<file path="src/design/scc_ram.sv">
// ----------------------------------------------------------------------------
// SCC generic RAM
// One write port, one read port, read data registered and held when idle.
// ----------------------------------------------------------------------------
`default_nettype none
module scc_ram #(
  parameter int W = 8,
  parameter int D = 16
) (
  input  wire logic                 clk,
  input  wire logic                 we,
  input  wire logic [$clog2(D)-1:0] waddr,
  input  wire logic [W-1:0]         wdata,
  input  wire logic                 re,
  input  wire logic [$clog2(D)-1:0] raddr,
  output      logic [W-1:0]         rdata
);

  logic [W-1:0] mem [D];

  always_ff @(posedge clk) begin
    if (we) begin
      mem[waddr] <= wdata;
    end
    if (re) begin
      rdata <= mem[raddr];
    end
  end

endmodule
`default_nettype wire

</file>
<file path="config.mk">
export PLATFORM = sky130hd
export DESIGN_NAME = scc_ram
export DESIGN_NICKNAME = d
export VERILOG_FILES = /design/src/design/scc_ram.sv
export SDC_FILE = /design/constraint.sdc
export NUM_CORES = 1
export LEC_CHECK = 0
export BUFFER_PORTS_ARGS = -buffer_cell sky130_fd_sc_hd__buf_2
export CAP_MARGIN = 20
export CORE_MARGIN = 5
export CORE_UTILIZATION = 60
export CTS_CLUSTER_DIAMETER = 150
export DETAILED_ROUTE_END_ITERATION = 10
export PLACE_DENSITY_LB_ADDON = 0.3
export SYNTH_ARGS = -nofsm -noshare
export SYNTH_HDL_FRONTEND = slang
export SYNTH_SLANG_ARGS = --single-unit
export TNS_END_PERCENT = 20
</file>
<file path="constraint.sdc">
create_clock -name clk -period 3.6 [get_ports clk]
set_input_delay 0 -clock clk [delete_from_list [all_inputs] [get_ports clk]]
set_output_delay 0 -clock clk [all_outputs]
set_load 0.03 [all_outputs]
</file>
==> flow_summary.yaml, run 1 <==
synth:
  yosysMostFrequentCell: "edfxtp_1"
  syn_nets: 248
  synth_area_leader_cell: "edfxtp_1"
  yosys.area.top_type_share: 0.7812
  synth_compound_area_frac: 0.02298
  synth_ff_type: "edfxtp_1"
  synth_common_cells: "edfxtp_1 (136), mux4_2 (18), a22oi_1 (16), mux4_1 (14), nor2_1 (13)"
  async_flop_share: 0
  synth.avg_cell_area_um2: 22.83
  synth_top_family_by_area: "multiplexers"
  syn_area_um2: 5228
  syn_inst: 229
  synth_edf_count: 136
  seq_area_frac_synth: 0.7812
  synth_warnings: 0
  ys_top_cells_by_area: "edfxtp_1 (78%), mux4_2 (7.8%), mux4_1 (7.0%)"
  yosys_register_bits: 136
  synth_simple_gate_area_frac: 0.03135
  yosys.cell_types.count: 18
  synthAdderAreaFrac: 0
  synth_xor_area_frac: 0
  synthMuxAreaShare: 0.1479
run:
  maxCapViolCount: 0
run_status:
  status: "finished, final reports clean"
global_routing:
  grtUsageTotal: 0.2107
  grt_overflow: 0
  use_met3: 0.07243
  grt_max_degree: 33
  use_met2: 0.3265
  antenna_found_initial: 0
  grt-busiest-layer: "met2"
  grt_pass1_vias: 2606
  use_met1: 0.2831
  grt_first_pass_wirelength_um: 15270
die:
  start_util: 0.6083
  dieArea_um2: 10680
  fp.dieH_um: 103.3
  io_pins: 27
  die-width_um: 103.3
  rows: 34
  core_area_um2: 8593
placement:
  port-buffer-count: 26
  placed_area_um2: 5431
  gp_congestion: 0.7925
  place_hpwl_um: 5853
  dp.cells: 355
clock_tree:
  clk_pin_slew_ns: 0.06
  numCtsBuffers: 17
  htree_levels: 4
  max-clock-path-buffers: 2
  cts-root-buf: "clkbuf_8"
  cts_sinks: 136
  post_cts_buffers: 0
  clock_latency_ns: 0.51
  cts_tree: "built"
power_and_ir_drop:
  p_per_area_nw_per_um2: 607.8
  peakVddDrop_uv: 334.1
  p_leak_nw: 2.061
routing:
  remaining_drc_errors: 0
  viasPerCell: 6.294
  dr.pass1.iters: 5
  ant_nets: 0
  routedWlPerCell_um: 25.19
  first_iter_violations: 264
  via_count: 2505
  wl_um: 10030
finish:
  final_util: 0.7162
  drive_gt1_frac: 0.2724
  nets: 296
  area.growth.synth_to_final_pct: 17.74
  fin_cells: 398
  diodes: 0
  final_area_um2: 6155
worst_setup_path:
  critPathKind: "in -> reg"
  r2r_start: "mem[1][0]$_DFFE_PP_"
  endpoint_kind: "flip-flop"
  ff2ff_path_depth: 3
  crit_arrival_ns: 1.71
  worstPathMaxFanout: 8
  startpoint_type: "input pin"
  worst_ep_required_time_ns: 3.73
  r2r_slack_ns: 2.12
  reg2reg_to: "rdata[0]$_DFFE_PP_"
worst_hold_path:
  hold_end: "mem[4][1]$_DFFE_PP_"
  hold_path_class: "in -> reg"
  hold-path-cell-count: 2
  worstHoldStart: "waddr[1]"
sta:
  finalSetupViolations: 0
  fin_crit_ns: 1.584
  slew_viol_final: 0
  max_freq_mhz: 631.3
  skew_ns: 0.005588
  tightest_slew_ns: 1.102
  hold_violations: 0
  fin_crit_sh: 0.4400
  rsz0062_at_grt: "no"
  maxSlewHeadroom: 0.2627
  finalSetupTns_ns: 0
worst max path at each step:
stage,start,to,slack (ns),depth (start not counted)
final,waddr[0],mem[9][4]$_DFFE_PP_,2.02,4
after global routing,raddr[0],rdata[3]$_DFFE_PP_,1.91,4
after CTS,raddr[0],rdata[0]$_DFFE_PP_,2.00,4
after detailed placement,raddr[0],rdata[0]$_DFFE_PP_,1.50,4
after global placement,raddr[0],rdata[3]$_DFFE_PP_,1.49,4
after floorplan,waddr[2],mem[0][0]$_DFFE_PP_,2.11,2
state kept, by name, summed over array words and instances, names as in the netlist:
| name | cells |
|---|---|
| rdata | 8 |
| mem | 128 |
cells in the final DEF (no fill, tap or decap):
cell type	count
edfxtp_1	136
buf_2	26
mux4_2	18
a22oi_1	16
clkbuf_16	16
mux4_1	14
nor2_1	13
dlygate4sd3_1	11
nand2_1	9
bufinv_16	4
clkinvlp_4	3
inv_6	3
nand3b_1	2
nor3_2	2
nand2b_1	2
nor3_1	2
clkinv_4	2
clkinv_1	2
buf_4	2
nor2b_1	1
and2_1	1
and2b_1	1
nand3_1	1
or3b_2	1
clkbuf_8	1
clkinv_2	1
cell families after synthesis:
family | Yosys count
muxes | 32
DFF | 136
buffers and inverters | 10
AOI/OAI and AO/OA | 16
and+or+nand+nor | 35
timing repair:
item / 4_1_cts / 5_1_grt
hold buffers: 11 / 0
endpoints found under the hold margin: 142 / 0
setup endpoints to repair: 0 / 0
gates resized for setup: 0 / 0
routing by layer:
layer	share of wire	vias up
li1	-	1080
met5	0	-
met3	0.10	14
met2	0.49	143
met4	0.015	0
met1	0.39	1268
critical path: stages:
cell and delay, ns:
dlygate4sd3_1 0.52, buf_2 0.20, nand2b_1 0.14, nor2_1 0.85
metrics by stage:
stage               hold slack, ns  setup slack (ns)  total power, mW
floorplan                  0.09887             2.107            1.930
global placement            0.3813             1.494            1.989
detailed placement          0.3955             1.504            1.994
CTS                      0.0001376             1.996            3.752
global route               0.02353             1.910            3.841
finish                     0.01454             2.016            3.741
layout make-up:
class / instances / area (um^2)
flip-flops and latches: 136 / 4084
fillers: 511 / 2439
multi-input cells: 83 / 1067
clock buffers: 17 / 414.1
repair buffers: 39 / 255.2
clock inverters: 15 / 198.9
well taps: 108 / 135.1
where the power goes:
group          internal [mW]  switching (mW)  leakage, nW
Sequential              1.78          0.0101         1.24
Clock                   1.13           0.644        0.290
Combinational         0.0693           0.107        0.535
Total                   2.98           0.761         2.06
No activity file was read; power rests on OpenSTA's default activity.
==> inputs of run 2 (changes only) <==
--- a/config.mk
+++ b/config.mk
@@ -8,7 +8,7 @@
 export BUFFER_PORTS_ARGS = -buffer_cell sky130_fd_sc_hd__buf_2
 export CAP_MARGIN = 20
 export CORE_MARGIN = 5
-export CORE_UTILIZATION = 60
+export CORE_UTILIZATION = 54
 export CTS_CLUSTER_DIAMETER = 150
 export DETAILED_ROUTE_END_ITERATION = 10
 export PLACE_DENSITY_LB_ADDON = 0.3
==> constraint.sdc (replaced) <==
create_clock -name clk -period 1.3 [get_ports clk]
set_input_delay 0 -clock clk [delete_from_list [all_inputs] [get_ports clk]]
set_output_delay 0 -clock clk [all_outputs]
set_load 0.03 [all_outputs]
==> flow_summary.yaml, run 2 (synthesized netlist as in run 1, its figures left out) <==
run_status:
  status: "finished with violations"
  violations: "setup timing"
sta:
  finalSetupTns_ns: -0.7098
  max_freq_mhz: 700.7
  slew_viol_final: 0
  hold_violations: 0
  tightest_slew_ns: 0.9358
  fin_crit_ns: 1.427
  skew_ns: 0.007797
  maxSlewHeadroom: 0.3738
  fin_ws_ns: -0.1271
  rsz0062_at_grt: "yes"
  finalSetupViolations: 8
  fin_crit_sh: 1.098
worst_setup_path:
  endpoint_kind: "flip-flop"
  worstPathMaxFanout: 1
  worst_ep_required_time_ns: 1.56
  max_stage_delay_ns: 0.52
  r2r_slack_ns: -0.13
  r2r_start: "mem[11][5]$_DFFE_PP_"
  worst-path-buf-inv: 0
  startpoint_type: "flip-flop"
  crit_family: "multiplexers"
  crit_arrival_ns: 1.69
  critPathKind: "reg -> reg"
  reg2reg_to: "rdata[5]$_DFFE_PP_"
  ff2ff_path_depth: 3
  crit_path_cell_trace: "mux4_2, a22oi_2, nand2_1"
  crit_slowest_cell: "mux4_2"
die:
  start_util: 0.5449
  rows: 36
  dieArea_um2: 11750
  io_pins: 27
  fp.dieH_um: 108.4
  die-width_um: 108.4
  core_area_um2: 9594
placement:
  pre_cts_ws_ns: -0.2438
  port-buffer-count: 26
  place_hpwl_um: 6646
  gp_congestion: 0.7317
  dp.cells: 405
finish:
  fill_cells: 605
  layout_common_cells: "edfxtp_1 (136), mux4_2 (30), buf_2 (26), buf_4 (22), clkbuf_16 (16)"
  top_regs: "mem x128, rdata x8"
  area.growth.synth_to_final_pct: 22.69
  largest_reg_flops: 128
  fin_cells: 445
  drive_gt1_frac: 0.3942
  diodes: 0
  layout_commonest_cell: "edfxtp_1"
  nets: 319
  top_register: "mem"
clock_tree:
  cts-root-buf: "clkbuf_8"
  numCtsBuffers: 17
  max-clock-path-buffers: 2
  htree_levels: 4
  post_cts_buffers: 0
  clock_latency_ns: 0.51
  clk_pin_slew_ns: 0.06
  cts_tree: "built"
  cts_sinks: 136
global_routing:
  grt_pass1_vias: 2646
  antenna_found_initial: 0
  grt_first_pass_wirelength_um: 16130
  grt_max_degree: 24
  grt_overflow: 0
  grtUsageTotal: 0.1991
power_and_ir_drop:
  peakVddDrop_uv: 1124
  p_leak_nw: 2.167
  p_per_area_nw_per_um2: 1638
routing:
  ant_nets: 0
  routedWlPerCell_um: 23.12
  dr.pass1.iters: 5
  via_count: 2530
  viasPerCell: 5.685
  wl_um: 10290
  first_iter_violations: 238
  remaining_drc_errors: 0
worst_hold_path:
  hold-path-cell-count: 3
  hold_end: "mem[0][2]$_DFFE_PP_"
  hold_path_class: "in -> reg"
  worstHoldStart: "waddr[0]"
run:
  maxCapViolCount: 0
run 2: cell count changes in the layout (fill, tap and decap cells not counted), sizes merged:
cell         before  now
buf              28   53
inv               3    0
clkinv            5    7
dlygate4sd3      11    9
bufinv            4    5
clkinvlp          3    2
run 2: layout make-up:
class / count / area (um^2) / share of cell area
tap: 133 / 166.4 / 0.02595
clock inverter: 14 / 206.4 / 0.03219
multi-input combinational: 83 / 1057 / 0.1648
clock buffer: 17 / 414.1 / 0.06457
sequential: 136 / 4084 / 0.6368
timing repair buffer: 62 / 485.5 / 0.07569
run 2: worst reg2reg max path, stage by stage (launching register included):
cell and delay, ns:
edfxtp_1 0.40, mux4_2 0.52, a22oi_2 0.19, nand2_1 0.08
run 2: timing repair:
action	in CTS	in global routing
resized for setup	20	0
setup endpoints to repair	8	8
pin swaps	12	0
hold buffers	9	0
hold endpoints to repair	136	0
gates cloned	0	0
run 2: where the power goes:
part / internal [mW] / switching (mW)
Clock: 3.28 / 1.70
Sequential: 4.94 / 0.0264
Combinational: 0.244 / 0.317
Total: 8.46 / 2.04
run 2: routing by layer:
layer  vias to the layer above  track usage  routed length, um
met3                         4      0.05194                677
met2                       104       0.3166               5385
met1                      1312       0.2704               4149
met5                         -            0                  0
met4                         0      0.07033                 75
li1                       1110            -                  -
run 2: per-stage QoR:
step	utilization	hold slack, ns	power (mW)	cell area, um^2
after floorplan	-	0.09887	5.344	5233
after global placement	0.5949	0.3777	5.555	5708
after detailed placement	0.5949	0.3798	5.578	5708
after CTS	0.6685	0.03991	10.58	6414
after global routing	0.6685	0.05073	10.82	6414
final	0.6685	0.06418	10.50	6414
run 2: worst max path at each step:
stage / startpoint / endpoint / slack, ns / cells past startpoint
after CTS: mem[11][5]$_DFFE_PP_ / rdata[5]$_DFFE_PP_ / -0.13 / 3
after detailed placement: raddr[0] / rdata[2]$_DFFE_PP_ / -0.24 / 5
after global routing: mem[2][1]$_DFFE_PP_ / rdata[1]$_DFFE_PP_ / -0.18 / 3
after floorplan: mem[1][0]$_DFFE_PP_ / rdata[0]$_DFFE_PP_ / -0.01 / 3
final: mem[11][5]$_DFFE_PP_ / rdata[5]$_DFFE_PP_ / -0.13 / 3
after global placement: raddr[0] / rdata[1]$_DFFE_PP_ / -0.22 / 5
==> inputs of run 3 (changes only) <==
--- a/config.mk
+++ b/config.mk
@@ -7,6 +7,7 @@
 export LEC_CHECK = 0
 export BUFFER_PORTS_ARGS = -buffer_cell sky130_fd_sc_hd__buf_2
 export CAP_MARGIN = 20
+export CORE_ASPECT_RATIO = 1.5
 export CORE_MARGIN = 5
 export CORE_UTILIZATION = 54
 export CTS_CLUSTER_DIAMETER = 150
==> constraint.sdc (replaced) <==
create_clock -name clk -period 1.3 [get_ports clk]
set_input_delay 0 -clock clk [delete_from_list [all_inputs] [get_ports clk]]
set_output_delay 0 -clock clk [all_outputs]
set_load 0.1 [all_outputs]
==> flow_summary.yaml, run 3 (synthesized netlist as in run 1, its figures left out) <==
run_status:
  status: "finished with violations"
  violations: "setup timing"
global_routing:
  grt_first_pass_wirelength_um: 16050
  grt_max_degree: 22
  grtUsageTotal: 0.1914
  grt_pass1_vias: 2678
  grt_overflow: 0
  antenna_found_initial: 0
sta:
  rsz0062_at_grt: "yes"
  finalSetupViolations: 8
  fin_crit_ns: 1.419
  max_freq_mhz: 704.9
  hold_violations: 0
  slew_viol_final: 0
  tightest_slew_ns: 1.037
  skew_ns: 0.009684
  maxSlewHeadroom: 0.3062
  fin_ws_ns: -0.1187
  fin_crit_sh: 1.091
worst_setup_path:
  crit_slowest_cell: "mux4_2"
  worstPathMaxFanout: 1
  worst-path-buf-inv: 0
  ff2ff_path_depth: 3
  crit_path_cell_trace: "mux4_2, a22oi_2, nand2_1"
  max_stage_delay_ns: 0.50
  r2r_start: "mem[11][0]$_DFFE_PP_"
  crit_arrival_ns: 1.57
  endpoint_kind: "flip-flop"
  critPathKind: "reg -> reg"
  worstSetupPathDepth: 3
  reg2reg_to: "rdata[0]$_DFFE_PP_"
  startpoint_type: "flip-flop"
  worst_ep_required_time_ns: 1.45
  crit_family: "multiplexers"
  r2r_slack_ns: -0.12
finish:
  drive_gt1_frac: 0.3929
  top_register: "mem"
  largest_reg_flops: 128
  top_regs: "mem x128, rdata x8"
  fin_cells: 423
  area.growth.synth_to_final_pct: 21.71
  nets: 314
  layout_common_cells: "edfxtp_1 (136), mux4_2 (31), buf_2 (26), buf_4 (19), clkbuf_16 (17)"
  layout_commonest_cell: "edfxtp_1"
  final_util: 0.6642
  diodes: 0
  fill_cells: 649
die:
  io_pins: 27
  dieArea_um2: 11790
  start_util: 0.5457
  fp.dieH_um: 130.5
  rows: 44
  core_area_um2: 9579
  die-width_um: 90.34
clock_tree:
  cts_sinks: 136
  clk_pin_slew_ns: 0.06
  numCtsBuffers: 17
  max-clock-path-buffers: 2
  post_cts_buffers: 0
  cts-root-buf: "clkbuf_16"
  clock_latency_ns: 0.41
  htree_levels: 4
  cts_tree: "built"
run:
  maxCapViolCount: 0
worst_hold_path:
  hold-path-cell-count: 3
  hold_path_class: "in -> reg"
  hold_end: "mem[0][5]$_DFFE_PP_"
  worstHoldStart: "waddr[1]"
routing:
  viasPerCell: 5.846
  via_count: 2473
  routedWlPerCell_um: 24.08
  dr.pass1.iters: 5
  first_iter_violations: 214
  ant_nets: 0
  remaining_drc_errors: 0
  wl_um: 10190
placement:
  place_hpwl_um: 6333
  dp.cells: 382
  port-buffer-count: 26
  gp_congestion: 0.7807
power_and_ir_drop:
  p_per_area_nw_per_um2: 1696
  peakVddDrop_uv: 1043
  p_leak_nw: 2.130
## run 3: metrics by stage
| step | power (mW) | hold WS [ns] | setup TNS (ns) | instance area (um^2) | setup WS [ns] |
|---|---|---|---|---|---|
| after floorplan | 5.457 | 0.09887 | -0.06191 | 5233 | -0.01143 |
| after global placement | 5.651 | 0.3746 | -1.281 | 5623 | -0.2151 |
| after detailed placement | 5.669 | 0.3746 | -1.428 | 5623 | -0.2268 |
| after CTS | 10.88 | 0.1396 | -0.6708 | 6360 | -0.1105 |
| after global routing | 11.15 | 0.1636 | -0.9089 | 6362 | -0.1301 |
| final | 10.79 | 0.1594 | -0.5995 | 6362 | -0.1187 |
## run 3: worst max path at each step
stage	start	to	slack [ns]
after floorplan	mem[1][0]$_DFFE_PP_	rdata[0]$_DFFE_PP_	-0.01
after global placement	raddr[0]	rdata[3]$_DFFE_PP_	-0.22
after detailed placement	raddr[0]	rdata[0]$_DFFE_PP_	-0.23
after CTS	mem[11][0]$_DFFE_PP_	rdata[0]$_DFFE_PP_	-0.11
after global routing	mem[11][0]$_DFFE_PP_	rdata[0]$_DFFE_PP_	-0.13
final	mem[11][0]$_DFFE_PP_	rdata[0]$_DFFE_PP_	-0.12
## run 3: area by class of cell
class	instances	area, um^2	share of cell area
clock buffer	18	429.2	0.06745
timing repair buffer	57	422.9	0.06647
tap	115	143.9	0.02262
clock inverter	14	224.0	0.03520
multi-input combinational	83	1059	0.1664
sequential	136	4084	0.6419
## run 3: power by group
part	switching, mW	internal (mW)
combinational	0.424	0.233
clock	1.75	3.42
sequential	0.0272	4.94
total	2.20	8.59
## run 3: worst reg2reg max path: stages (launching register included)
cell	delay [ns]
edfxtp_1	0.38
mux4_2	0.50
a22oi_2	0.20
nand2_1	0.09
## run 3: layer usage
layer / GRT usage / share of wire / up-vias
met3: 0.05899 / 0.063 / 8
li1: - / - / 1103
met5: 0 / 0 / -
met4: 0.06924 / 0.011 / 0
met1: 0.2273 / 0.38 / 1265
met2: 0.3328 / 0.55 / 97
## run 3: timing repair
| item | in CTS | in global routing |
|---|---|---|
| hold buffers | 9 | 0 |
| setup endpoints to repair | 8 | 8 |
| pin swaps | 11 | 4 |
| gates resized for setup | 18 | 4 |
| hold endpoints to repair | 136 | 0 |
